[src/sv/utcep_pkg.sv]
`timescale 1ns / 1ps

package utcep_pkg;

    typedef struct packed {
        logic               cmd;
        logic [13:0]        year;
        logic [3:0]         month;
        logic [4:0]         day;
        logic [4:0]         hour;
        logic [5:0]         minute;
        logic [5:0]         second;
        logic [26:0]        date_packed;
        logic signed [19:0] time_packed;
        logic [31:0]        nanoseconds_in;
    } item_t;

    typedef struct packed {
        logic signed [31:0] epoch_seconds;
        logic [29:0]        nanoseconds_out;
    } result_t;

    // Three decimal digit groups of a word: value / 10000, (value % 10000) / 100, value % 100.
    typedef struct packed {
        logic [13:0] hi;
        logic [6:0]  mid;
        logic [6:0]  lo;
    } split_t;

    // Exact reciprocals: floor(v * MUL / 2**SHIFT) equals the quotient over the whole input range.
    localparam logic [27:0] DIV10K_MUL   = 28'd219902326;
    localparam int          DIV10K_SHIFT = 41;
    localparam logic [14:0] DIV100_MUL   = 15'd20972;
    localparam int          DIV100_SHIFT = 21;
    localparam logic [12:0] DIV25_MUL    = 13'd5243;
    localparam int          DIV25_SHIFT  = 17;

    localparam int unsigned TEN_THOUSAND = 10000;
    localparam int unsigned HUNDRED      = 100;
    localparam int unsigned CENTURY_25   = 25;

    localparam int unsigned NS_PER_SEC   = 1000000000;
    localparam int          DAY_WORD     = 240000;
    localparam int          SEC_PER_DAY  = 86400;
    localparam int          SEC_PER_YEAR = 31536000;
    localparam int          SEC_PER_HOUR = 3600;
    localparam int          SEC_PER_MIN  = 60;

    localparam int unsigned YY_2000_MAX  = 37;
    localparam int unsigned YY_1900_MIN  = 70;
    localparam int unsigned YY_1900_MAX  = 137;
    localparam int unsigned CIVIL_BASE   = 1900;
    localparam int unsigned CENTURY      = 100;
    localparam int unsigned LEAP_BASE    = 69;
    localparam int unsigned EPOCH_YEAR   = 70;

    localparam int unsigned MONTH_FEB    = 2;
    localparam int unsigned MONTH_MAR    = 3;

    // Days of the year before the first of the given month. Month zero counts nothing and
    // months above December count the whole year.
    function automatic logic [8:0] days_before_month(input logic [6:0] mon, input logic leap);
        logic [8:0] base;
        begin
            unique case (mon)
                7'd0, 7'd1: base = 9'd0;
                7'd2:       base = 9'd31;
                7'd3:       base = 9'd59;
                7'd4:       base = 9'd90;
                7'd5:       base = 9'd120;
                7'd6:       base = 9'd151;
                7'd7:       base = 9'd181;
                7'd8:       base = 9'd212;
                7'd9:       base = 9'd243;
                7'd10:      base = 9'd273;
                7'd11:      base = 9'd304;
                7'd12:      base = 9'd334;
                default:    base = 9'd365;
            endcase
            if (leap && (mon >= 7'(MONTH_MAR)))
            begin
                base = base + 9'd1;
            end
            return base;
        end
    endfunction

endpackage

[src/sv/utcep_dec_split.sv]
`timescale 1ns / 1ps

module utcep_dec_split (
    input  logic              clk,
    input  logic [26:0]       value,
    output utcep_pkg::split_t digits
);

    logic [54:0] q_prod;
    logic [28:0] m_prod;

    logic [13:0] q1_reg, q1_next;
    logic [26:0] v1_reg, v1_next;
    logic [13:0] q2_reg, q2_next;
    logic [13:0] r2_reg, r2_next;
    logic [13:0] q3_reg, q3_next;
    logic [13:0] r3_reg, r3_next;
    logic [6:0]  m3_reg, m3_next;

    always_comb
    begin
        q_prod  = 55'(value) * 55'(utcep_pkg::DIV10K_MUL);
        q1_next = 14'(q_prod >> utcep_pkg::DIV10K_SHIFT);
        v1_next = value;

        q2_next = q1_reg;
        r2_next = 14'(v1_reg - 27'(q1_reg) * 27'(utcep_pkg::TEN_THOUSAND));

        m_prod  = 29'(r2_reg) * 29'(utcep_pkg::DIV100_MUL);
        q3_next = q2_reg;
        r3_next = r2_reg;
        m3_next = 7'(m_prod >> utcep_pkg::DIV100_SHIFT);
    end

    always_ff @(posedge clk)
    begin
        q1_reg <= q1_next;
        v1_reg <= v1_next;
        q2_reg <= q2_next;
        r2_reg <= r2_next;
        q3_reg <= q3_next;
        r3_reg <= r3_next;
        m3_reg <= m3_next;
    end

    assign digits.hi  = q3_reg;
    assign digits.mid = m3_reg;
    assign digits.lo  = 7'(r3_reg - 14'(m3_reg) * 14'(utcep_pkg::HUNDRED));

endmodule

[src/sv/utc_civil_to_epoch_seconds.sv]
// UTC civil date and time to 32-bit seconds since 1970 with normalised nanoseconds.
//
// Input: an item is taken at a rising edge where start is high and busy is low. busy is
// high only during reset and in the first cycle after it, so an item may be presented on
// every cycle. cmd selects the component fields or the packed YYYYMMDD / HHMMSS words.
// Output: each item gives one result, shown on result for exactly one cycle with done
// high. An item passes through the registered stages A to I and the result register, and
// the throughput is one item per cycle. The depth of the pipeline is set by the
// chain of reciprocal multiplies that split the decimal words and test for leap years.
// The receiver cannot stall: every result is a transfer at the edge that ends its cycle.
// Configuration: the zone offset is written by a valid/ready transfer on cfg_valid and
// cfg_ready, and should only change while no item is in flight.
// Reset: rst_n clears the pipeline valid bits and sets the zone offset to zero; items in
// flight at reset are dropped without a result.
`timescale 1ns / 1ps

module utc_civil_to_epoch_seconds (
    input  logic                clk,
    input  logic                rst_n,
    input  logic                start,
    output logic                busy,
    input  utcep_pkg::item_t    item,
    output logic                done,
    output utcep_pkg::result_t  result,
    input  logic                cfg_valid,
    output logic                cfg_ready,
    input  logic signed [17:0]  zone_offset_seconds
);

    typedef struct packed {
        logic               cmd;
        logic [13:0]        year;
        logic [3:0]         month;
        logic [4:0]         day;
        logic [4:0]         hour;
        logic [5:0]         minute;
        logic [5:0]         second;
        logic signed [2:0]  adj;
        logic [2:0]         carry;
        logic [29:0]        rem;
    } side_t;

    logic accept;

    // Control state
    logic               busy_reg, busy_next;
    logic signed [17:0] zone_reg, zone_next;
    logic [9:0]         vld_reg, vld_next;

    // Stage A: input register
    utcep_pkg::item_t   item_a_reg, item_a_next;

    // Stage B: wrapped time word and nanosecond carry
    side_t              side_b_reg, side_b_next;
    logic [26:0]        date_b_reg, date_b_next;
    logic [17:0]        time_b_reg, time_b_next;

    // Stages C to E run beside the decimal splitters
    side_t              side_c_reg, side_d_reg, side_e_reg;

    // Stage F: selected fields and mapped year
    logic [13:0]        ty_f_reg, ty_f_next;
    logic [13:0]        yfull_f_reg, yfull_f_next;
    logic [6:0]         mon_f_reg, mon_f_next;
    logic signed [7:0]  day_f_reg, day_f_next;
    logic [4:0]         hour_f_reg, hour_f_next;
    logic [6:0]         min_f_reg, min_f_next;
    logic [6:0]         sec_f_reg, sec_f_next;
    logic [2:0]         carry_f_reg;
    logic [29:0]        rem_f_reg;

    // Stage G: century quotient and leap-day term
    logic [13:0]        ty_g_reg;
    logic [13:0]        yfull_g_reg;
    logic [9:0]         q25_g_reg, q25_g_next;
    logic signed [12:0] leapq_g_reg, leapq_g_next;
    logic [6:0]         mon_g_reg;
    logic signed [7:0]  day_g_reg;
    logic [16:0]        hms_g_reg, hms_g_next;
    logic [2:0]         carry_g_reg;
    logic [29:0]        rem_g_reg;

    // Stage H: day count and year offset
    logic signed [13:0] days_h_reg, days_h_next;
    logic signed [14:0] tyoff_h_reg, tyoff_h_next;
    logic [16:0]        hms_h_reg;
    logic [2:0]         carry_h_reg;
    logic [29:0]        rem_h_reg;

    // Stage I: partial sums
    logic [31:0]        pyear_i_reg, pyear_i_next;
    logic [31:0]        prest_i_reg, prest_i_next;
    logic [29:0]        rem_i_reg;

    utcep_pkg::result_t result_reg, result_next;

    // Combinational helpers
    logic signed [20:0] t_s;
    logic signed [20:0] day_w1, day_w2, day_w3;
    logic [31:0]        ns;
    utcep_pkg::split_t  dsplit, tsplit;
    logic [13:0]        yr;
    logic signed [7:0]  dlo_s, adj_s;
    logic [13:0]        ldiff;
    logic [11:0]        lq_mag;
    logic               ty_below;
    logic               mult25, leap;
    logic [8:0]         cum;
    logic [31:0]        days_ext, zone_ext;

    assign accept    = start && !busy_reg;
    assign busy      = busy_reg;
    assign cfg_ready = !busy_reg;
    assign done      = vld_reg[9];
    assign result    = result_reg;

    assign day_w1 = 21'(utcep_pkg::DAY_WORD);
    assign day_w2 = 21'(2 * utcep_pkg::DAY_WORD);
    assign day_w3 = 21'(3 * utcep_pkg::DAY_WORD);

    always_comb
    begin
        busy_next   = 1'b0;
        zone_next   = (cfg_valid && cfg_ready) ? zone_offset_seconds : zone_reg;
        vld_next    = {vld_reg[8:0], accept};
        item_a_next = accept ? item : item_a_reg;
    end

    // Stage A to B: wrap the time word by whole days and split off whole seconds.
    always_comb
    begin
        t_s = 21'(item_a_reg.time_packed);
        ns  = item_a_reg.nanoseconds_in;

        side_b_next.cmd    = item_a_reg.cmd;
        side_b_next.year   = item_a_reg.year;
        side_b_next.month  = item_a_reg.month;
        side_b_next.day    = item_a_reg.day;
        side_b_next.hour   = item_a_reg.hour;
        side_b_next.minute = item_a_reg.minute;
        side_b_next.second = item_a_reg.second;

        priority if (t_s < -day_w2)
        begin
            time_b_next     = 18'(t_s + day_w3);
            side_b_next.adj = -3'sd3;
        end
        else if (t_s < -day_w1)
        begin
            time_b_next     = 18'(t_s + day_w2);
            side_b_next.adj = -3'sd2;
        end
        else if (t_s < 21'sd0)
        begin
            time_b_next     = 18'(t_s + day_w1);
            side_b_next.adj = -3'sd1;
        end
        else if (t_s <= day_w1)
        begin
            // A word of exactly one day stays as hour 24.
            time_b_next     = 18'(t_s);
            side_b_next.adj = 3'sd0;
        end
        else if (t_s <= day_w2)
        begin
            time_b_next     = 18'(t_s - day_w1);
            side_b_next.adj = 3'sd1;
        end
        else
        begin
            time_b_next     = 18'(t_s - day_w2);
            side_b_next.adj = 3'sd2;
        end

        priority if (ns >= 32'(4 * utcep_pkg::NS_PER_SEC))
        begin
            side_b_next.carry = 3'd4;
        end
        else if (ns >= 32'(3 * utcep_pkg::NS_PER_SEC))
        begin
            side_b_next.carry = 3'd3;
        end
        else if (ns >= 32'(2 * utcep_pkg::NS_PER_SEC))
        begin
            side_b_next.carry = 3'd2;
        end
        else if (ns >= 32'(utcep_pkg::NS_PER_SEC))
        begin
            side_b_next.carry = 3'd1;
        end
        else
        begin
            side_b_next.carry = 3'd0;
        end
        side_b_next.rem = 30'(ns - 32'(side_b_next.carry) * 32'(utcep_pkg::NS_PER_SEC));

        date_b_next = item_a_reg.date_packed;
    end

    utcep_dec_split u_date_split (
        .clk    (clk),
        .value  (date_b_reg),
        .digits (dsplit)
    );

    utcep_dec_split u_time_split (
        .clk    (clk),
        .value  (27'(time_b_reg)),
        .digits (tsplit)
    );

    // Stage E to F: pick the fields for the command and map short years.
    always_comb
    begin
        dlo_s = signed'({1'b0, dsplit.lo});
        adj_s = 8'(side_e_reg.adj);

        if (side_e_reg.cmd)
        begin
            yr          = dsplit.hi;
            mon_f_next  = dsplit.mid;
            day_f_next  = dlo_s + adj_s;
            hour_f_next = 5'(tsplit.hi);
            min_f_next  = tsplit.mid;
            sec_f_next  = tsplit.lo;
        end
        else
        begin
            yr          = side_e_reg.year;
            mon_f_next  = 7'(side_e_reg.month);
            day_f_next  = signed'({3'b000, side_e_reg.day});
            hour_f_next = side_e_reg.hour;
            min_f_next  = 7'(side_e_reg.minute);
            sec_f_next  = 7'(side_e_reg.second);
        end

        priority if (yr <= 14'(utcep_pkg::YY_2000_MAX))
        begin
            ty_f_next = yr + 14'(utcep_pkg::CENTURY);
        end
        else if ((yr >= 14'(utcep_pkg::YY_1900_MIN)) && (yr <= 14'(utcep_pkg::YY_1900_MAX)))
        begin
            ty_f_next = yr;
        end
        else if (yr >= 14'(utcep_pkg::CIVIL_BASE))
        begin
            ty_f_next = yr - 14'(utcep_pkg::CIVIL_BASE);
        end
        else
        begin
            ty_f_next = yr;
        end
        yfull_f_next = ty_f_next + 14'(utcep_pkg::CIVIL_BASE);
    end

    // Stage F to G: full year over 25, and the leap-day term truncated towards zero.
    always_comb
    begin
        q25_g_next = 10'((27'(yfull_f_reg) * 27'(utcep_pkg::DIV25_MUL))
                         >> utcep_pkg::DIV25_SHIFT);

        ty_below = ty_f_reg < 14'(utcep_pkg::LEAP_BASE);
        ldiff    = ty_below ? (14'(utcep_pkg::LEAP_BASE) - ty_f_reg)
                            : (ty_f_reg - 14'(utcep_pkg::LEAP_BASE));
        lq_mag   = 12'(ldiff >> 2);
        leapq_g_next = ty_below ? -signed'({1'b0, lq_mag}) : signed'({1'b0, lq_mag});

        hms_g_next = 17'(17'(hour_f_reg) * 17'(utcep_pkg::SEC_PER_HOUR)
                       + 17'(min_f_reg) * 17'(utcep_pkg::SEC_PER_MIN)
                       + 17'(sec_f_reg));
    end

    // Stage G to H: a year divisible by 4 is a leap year unless it is a century year
    // that 400 does not divide; with 25 as the factor, that is a multiple of 16.
    always_comb
    begin
        mult25 = (yfull_g_reg == 14'(q25_g_reg) * 14'(utcep_pkg::CENTURY_25));
        leap   = (yfull_g_reg[1:0] == 2'b00) && (!mult25 || (yfull_g_reg[3:0] == 4'b0000));
        cum    = utcep_pkg::days_before_month(mon_g_reg, leap);

        days_h_next  = signed'({5'b00000, cum}) + 14'(day_g_reg) - 14'sd1 + 14'(leapq_g_reg);
        tyoff_h_next = signed'({1'b0, ty_g_reg}) - 15'(utcep_pkg::EPOCH_YEAR);
    end

    // Stage H to I: scale to seconds; everything wraps at 32 bits.
    always_comb
    begin
        days_ext = 32'(days_h_reg);
        zone_ext = 32'(zone_reg);

        pyear_i_next = 32'(tyoff_h_reg) * 32'(utcep_pkg::SEC_PER_YEAR);
        prest_i_next = days_ext * 32'(utcep_pkg::SEC_PER_DAY) + 32'(hms_h_reg) + zone_ext
                     + 32'(carry_h_reg);
    end

    always_comb
    begin
        result_next.epoch_seconds   = signed'(pyear_i_reg + prest_i_reg);
        result_next.nanoseconds_out = rem_i_reg;
    end

    always_ff @(posedge clk or negedge rst_n)
    begin
        if (!rst_n)
        begin
            busy_reg <= 1'b1;
            zone_reg <= '0;
            vld_reg  <= '0;
        end
        else
        begin
            busy_reg <= busy_next;
            zone_reg <= zone_next;
            vld_reg  <= vld_next;
        end
    end

    always_ff @(posedge clk)
    begin
        item_a_reg  <= item_a_next;

        side_b_reg  <= side_b_next;
        date_b_reg  <= date_b_next;
        time_b_reg  <= time_b_next;

        side_c_reg  <= side_b_reg;
        side_d_reg  <= side_c_reg;
        side_e_reg  <= side_d_reg;

        ty_f_reg    <= ty_f_next;
        yfull_f_reg <= yfull_f_next;
        mon_f_reg   <= mon_f_next;
        day_f_reg   <= day_f_next;
        hour_f_reg  <= hour_f_next;
        min_f_reg   <= min_f_next;
        sec_f_reg   <= sec_f_next;
        carry_f_reg <= side_e_reg.carry;
        rem_f_reg   <= side_e_reg.rem;

        ty_g_reg    <= ty_f_reg;
        yfull_g_reg <= yfull_f_reg;
        q25_g_reg   <= q25_g_next;
        leapq_g_reg <= leapq_g_next;
        mon_g_reg   <= mon_f_reg;
        day_g_reg   <= day_f_reg;
        hms_g_reg   <= hms_g_next;
        carry_g_reg <= carry_f_reg;
        rem_g_reg   <= rem_f_reg;

        days_h_reg  <= days_h_next;
        tyoff_h_reg <= tyoff_h_next;
        hms_h_reg   <= hms_g_reg;
        carry_h_reg <= carry_g_reg;
        rem_h_reg   <= rem_g_reg;

        pyear_i_reg <= pyear_i_next;
        prest_i_reg <= prest_i_next;
        rem_i_reg   <= rem_h_reg;

        result_reg  <= result_next;
    end

endmodule

[config.mk]
export PLATFORM = sky130hd
export DESIGN_NAME = utc_civil_to_epoch_seconds
export DESIGN_NICKNAME = d
export VERILOG_FILES = /design/src/sv/utcep_pkg.sv /design/src/sv/utcep_dec_split.sv /design/src/sv/utc_civil_to_epoch_seconds.sv
export SDC_FILE = /design/constraint.sdc
export NUM_CORES = 2
export LEC_CHECK = 0
export ABC_AREA = 1
export BUFFER_PORTS_ARGS = -buffer_cell sky130_fd_sc_hd__buf_2
export CAP_MARGIN = 30
export CORE_MARGIN = 2
export CORE_UTILIZATION = 41
export DETAILED_ROUTE_END_ITERATION = 7
export PLACE_DENSITY_LB_ADDON = 0.2
export SLEW_MARGIN = 10
export SYNTH_ARGS = -nofsm -noshare
export SYNTH_HDL_FRONTEND = slang
export SYNTH_HIERARCHICAL = 1
export SYNTH_SLANG_ARGS = --single-unit
export TNS_END_PERCENT = 10
[constraint.sdc]
create_clock -name clk -period 7.3 [get_ports clk]
set_input_delay 2.19 -clock clk [delete_from_list [all_inputs] [get_ports clk]]
set_output_delay 2.19 -clock clk [all_outputs]
set_load 0.01 [all_outputs]
; Yosys cells after proc, flatten, opt, wreduce, memory -nomap -nowiden
; Memory sizes are Yosys's and may differ from the RTL's. A register that Yosys moved wholly into a read port is not among the register bits.
; Cells that the tools add are included.
; W data, S select, Z words.
[totals]
reg_bits = 1082
input_bits = 142
output_inout_bits = 65
memories = 1
mem_bits_ro = 144
[op_classes]
n_reduce_logical = 12
eq_ne = 1
n_addsub = 28
mux = 26
n_lt_le_gt_ge = 15
multipliers = 15
[memory_table]
columns = memory, depth, width, read_ports, rd_ports_with_merged_regs, write_ports, line
row1 = (no name shown), 16, 9, 1, 1, 0, utcep_pkg.sv:65  ; unique case (mon)
[ops]
columns = operator, n
row1 = $mux W18, 5
row2 = $mux W14, 5
row3 = $add A32 B32 Y32, 2
row4 = $ge A32 B32 Y1 const B, 2
row5 = $mul A27 B27 Y54 const B, 1
row6 = $mul A14 B13 Y26 const B, 2
row7 = $mul A18 B27 Y45 const B, 1
row8 = $add A32 B17 Y32, 1
row9 = $add A32 B3 Y32, 1
row10 = $ge A32 B30 Y1 const B, 1
row11 = $ge A32 B31 Y1 const B, 1
row12 = $mul A32 B10 Y25 const B, 1
row13 = $sub A30 B30 Y30, 1
row14 = $sub A14 B14 Y14, 2
row15 = $mul A14 B13 Y27 const B, 1
row16 = $mul A15 B19 Y25 const B, 1
row17 = $mul A3 B21 Y21 const B, 1
row18 = $le A20 B19 Y1 const B, 1
row19 = $le A20 B20 Y1 const B, 1
row20 = $lt A20 B1 Y1 const B, 1
row21 = $lt A20 B19 Y1 const B, 1
row22 = $lt A20 B20 Y1 const B, 1
row23 = $add A18 B16 Y18 const B, 1
row24 = $add A18 B17 Y18 const B, 1
row25 = other kinds (46), 61

; Longest topological paths before layout
[depth]
word_depth = 10
depth_mapped = 31
ltp_nobuf = 31

; Modules after synthesis
; Netlist, hierarchy kept.
[modules_own_cells]
columns = module, seq_area_each_um2, instances, area_each_um2, cells_each
row1 = utc_civil_to_epoch_seconds, 20285.7, 1, 42931.2, 4129
row2 = utcep_dec_split at u_time_split, 1681.6, 1, 20896.3, 2414
row3 = utcep_dec_split at u_date_split, 1681.6, 1, 20793.7, 2379

; Worst setup path after synthesis
; Ideal clock, no wire load.
[synth_timing]
kind = input port to flip-flop
from = in start
to = reg vld_reg[0]
t_arrival_ns = 7.275
cell_stages = 2
n_path_buf = 0
path_slack_ns = -0.635
cell_sequence = inv_1 -> nor2_1
[synth_between]
elab_chain_len = 1
[synth_rtl]
columns = element, line
row1 = from (decl), utc_civil_to_epoch_seconds.sv:20  ; input logic start,
row2 = $logic_and A1 B1 Y1, utc_civil_to_epoch_seconds.sv:111  ; assign accept = start && !busy_reg;
row3 = net accept, utc_civil_to_epoch_seconds.sv:43  ; logic accept;
row4 = to (signal assigned), utc_civil_to_epoch_seconds.sv:314  ; vld_reg <= vld_next;
row5 = to (decl), utc_civil_to_epoch_seconds.sv:48  ; logic [9:0] vld_reg, vld_next;
; The timed path passes the listed nets, and every way through them passes these cells.
; A chain may end at the register's enable or synchronous reset.

; Final worst setup path
[layout_timing]
from = reg date_b_reg[8]
to = reg u_date_split.q1_reg[8]
[layout_between]
elab_chain_len = 1
[layout_rtl]
columns = element, line
row1 = from (decl), utc_civil_to_epoch_seconds.sv:55  ; logic [26:0] date_b_reg, date_b_next;
row2 = from (signal assigned), utc_civil_to_epoch_seconds.sv:323  ; date_b_reg <= date_b_next;
row3 = $mul A27 B27 Y54, utcep_dec_split.sv:22  ; q_prod = 55'(value) * 55'(utcep_pkg::DIV10K_MUL);
row4 = net u_date_split.q_prod[49], utcep_dec_split.sv:9  ; logic [54:0] q_prod;
row5 = to (signal assigned), utcep_dec_split.sv:37  ; q1_reg <= q1_next;
row6 = to (decl), utcep_dec_split.sv:12  ; logic [13:0] q1_reg, q1_next;
; The timed path passes the listed nets, and every way through them passes these cells.

==> impl_metrics.toml <==
[run_status]
run_status = "finished clean"

[logic_synthesis]
syn_area_per_cell_um2 = 9.51
syn_area_mm2 = 0.0835
ys_warn_count = 6
syn_inst = 8777

[global_route]
grt-ovfl-total = 0
grt_first_pass_wirelength_um = 326000
grt_pass1_vias = 59400
antenna_found_initial = 7
track_usage_pct = 20.2
grt_max_degree = 103

[setup_path]
r2r_cells = 20
cp.required_ns = 7.90
cp.arrival_ns = 6.95
cp_max_fo = 9
worstSetupStartpointType = "flop"
worstSetupEndpointType = "flop"
slowest_delay_ns = 0.77
critPathMostFrequentCell = "fa_1"
path_cells = "ha_1 > fa_1 > inv_1 > fa_1 > fa_1 > fa_1 > inv_1 > fa_1 > inv_1 > fa_1 > inv_1 > ha_1 > a21oi_1 > o21ai_0 > nand2_1 > nand2_1 > a21oi_1 > nand3_1 > nand2_1 > nand2_1"
worstSetupPathType = "reg2reg"
critPathSlowestCell = "dfxtp_1"

[clocking]
clk_pin_slew_ns = 0.06
tritoncts = "done"
cts_resized = 0
clkLatencyLatePin_ns = 0.81
cts-root-buf = "clkbuf_16"
clockBufferDepth = 3
numClockSinks = 1092
numCtsBuffers = 119
cts_hold_buffers = 0
htree_levels = 3
postCtsSetupRepairBufs = 0

[drt]
firstDrtPassIters = 5
routed_wl_um = 204000
ant_nets = 0
vias_per_cell = 4.66
drcViolationCount = 0
first_iter_violations = 2929
post_drt_wl_per_cell_um = 17.1
vias = 55700

[placement]
dp_hpwl_um = 176000
dpl_cell_area_mm2 = 0.0881
gp_congestion = 0.920
numPortBuffers = 206
dp.cells = 11700

[sta]
period_share_pct = 87.0
worst_slew_pin_slew_ns = 0.836
drv_slew = 0
clock.fmax_mhz = 157
hold_violations = 0
slew-limit-headroom_pct = 44.2
fin_tns_setup_ns = 0
setup-violations-final = 0
clock_skew_ns = 0.101
rsz0062_at_grt = "false"
fin_crit_ns = 6.35

[floorplan]
rows = 165
die_w_um = 455
start_util_pct = 41.3
die-area_mm2 = 0.207
core_mm2 = 0.202
pin_count = 207
die_h_um = 455

[layout]
drive_above_1_share_pct = 5.97
design_area_mm2 = 0.0925
area_growth_pct = 10.8
finalNonFillerCells = 11900
final_nets = 11600

[worst_hold_path]
hp-class = "reg2reg"
worstHoldPathCells = 0

[job]
drv_cap = 0
-- metal layers --
metal,share of wire [%],track usage (%)
met1,45,26.7
met2,49,35.2
met3,3.5,2.03
met4,2.3,5.26
met5,0.0064,0
-- worst max-delay path, delay by kind of cell (launching register included) --
family	cells	cell delay [ns]
adder cells (fa/ha/maj)	8	4.09
flip-flops	1	0.77
AO/OA/AOI/OAI	3	0.65
AND/OR/NAND/NOR	5	0.43
buffers and inverters	4	0.20
-- final timing paths --
path	endpoint	slack (ns)	start
max in group asynchronous	vld_reg[9]	5.41	rst_n
hold / removal	rem_f_reg[25]	0.25	side_e_reg[25]
setup / recovery	u_date_split/q1_reg[8]	0.95	date_b_reg[8]
min in group asynchronous	zone_reg[4]	1.42	rst_n
setup reg to reg	u_date_split/q1_reg[8]	0.95	date_b_reg[8]
hold reg to reg	rem_f_reg[25]	0.25	side_e_reg[25]
-- stage by stage --
| step | setup WS [ns] | utilization, % | hold WS (ns) |
|---|---|---|---|
| after floorplan | 1.52 | - | 0.310 |
| after global placement | 1.03 | 43.5 | 0.310 |
| after detailed placement | 0.983 | 43.5 | 0.312 |
| after CTS | 0.961 | 45.7 | 0.230 |
| after global routing | 0.474 | 45.7 | 0.243 |
| final | 0.946 | 45.7 | 0.246 |
-- cells in the final DEF, fill, tap and decap left out, types with 20 or more instances in the layout --
| master | count |
|---|---|
| nand3_1 | 193 |
| nor4_1 | 25 |
| nand2_2 | 28 |
| nor2_1 | 376 |
| clkinv_2 | 20 |
| nor3_1 | 68 |
| ha_1 | 1281 |
| a31oi_1 | 21 |
| clkbuf_16 | 123 |
| edfxtp_1 | 120 |
| conb_1 | 70 |
| dfxtp_1 | 942 |
| inv_1 | 2252 |
| a21oi_1 | 400 |
| o21ai_0 | 248 |
| xnor2_1 | 113 |
| buf_2 | 206 |
| xor2_1 | 198 |
| dfrtp_1 | 28 |
| fa_1 | 994 |
| nand2_1 | 1160 |
| o21bai_1 | 35 |
| nand4_1 | 73 |
-- cell type report --
cell class	instances	area, um2
antenna	5	12.5
clock buffer	146	3320
clock inverter	81	1090
fill	19600	110000
inverter	2267	8510
multi-input combinational	5454	51900
sequential	1092	23200
tap	2672	3340
timing repair buffer	219	1140
Power is not shown: default switching activity piles up to over one toggle a cycle in this logic, so the estimate is an artifact.
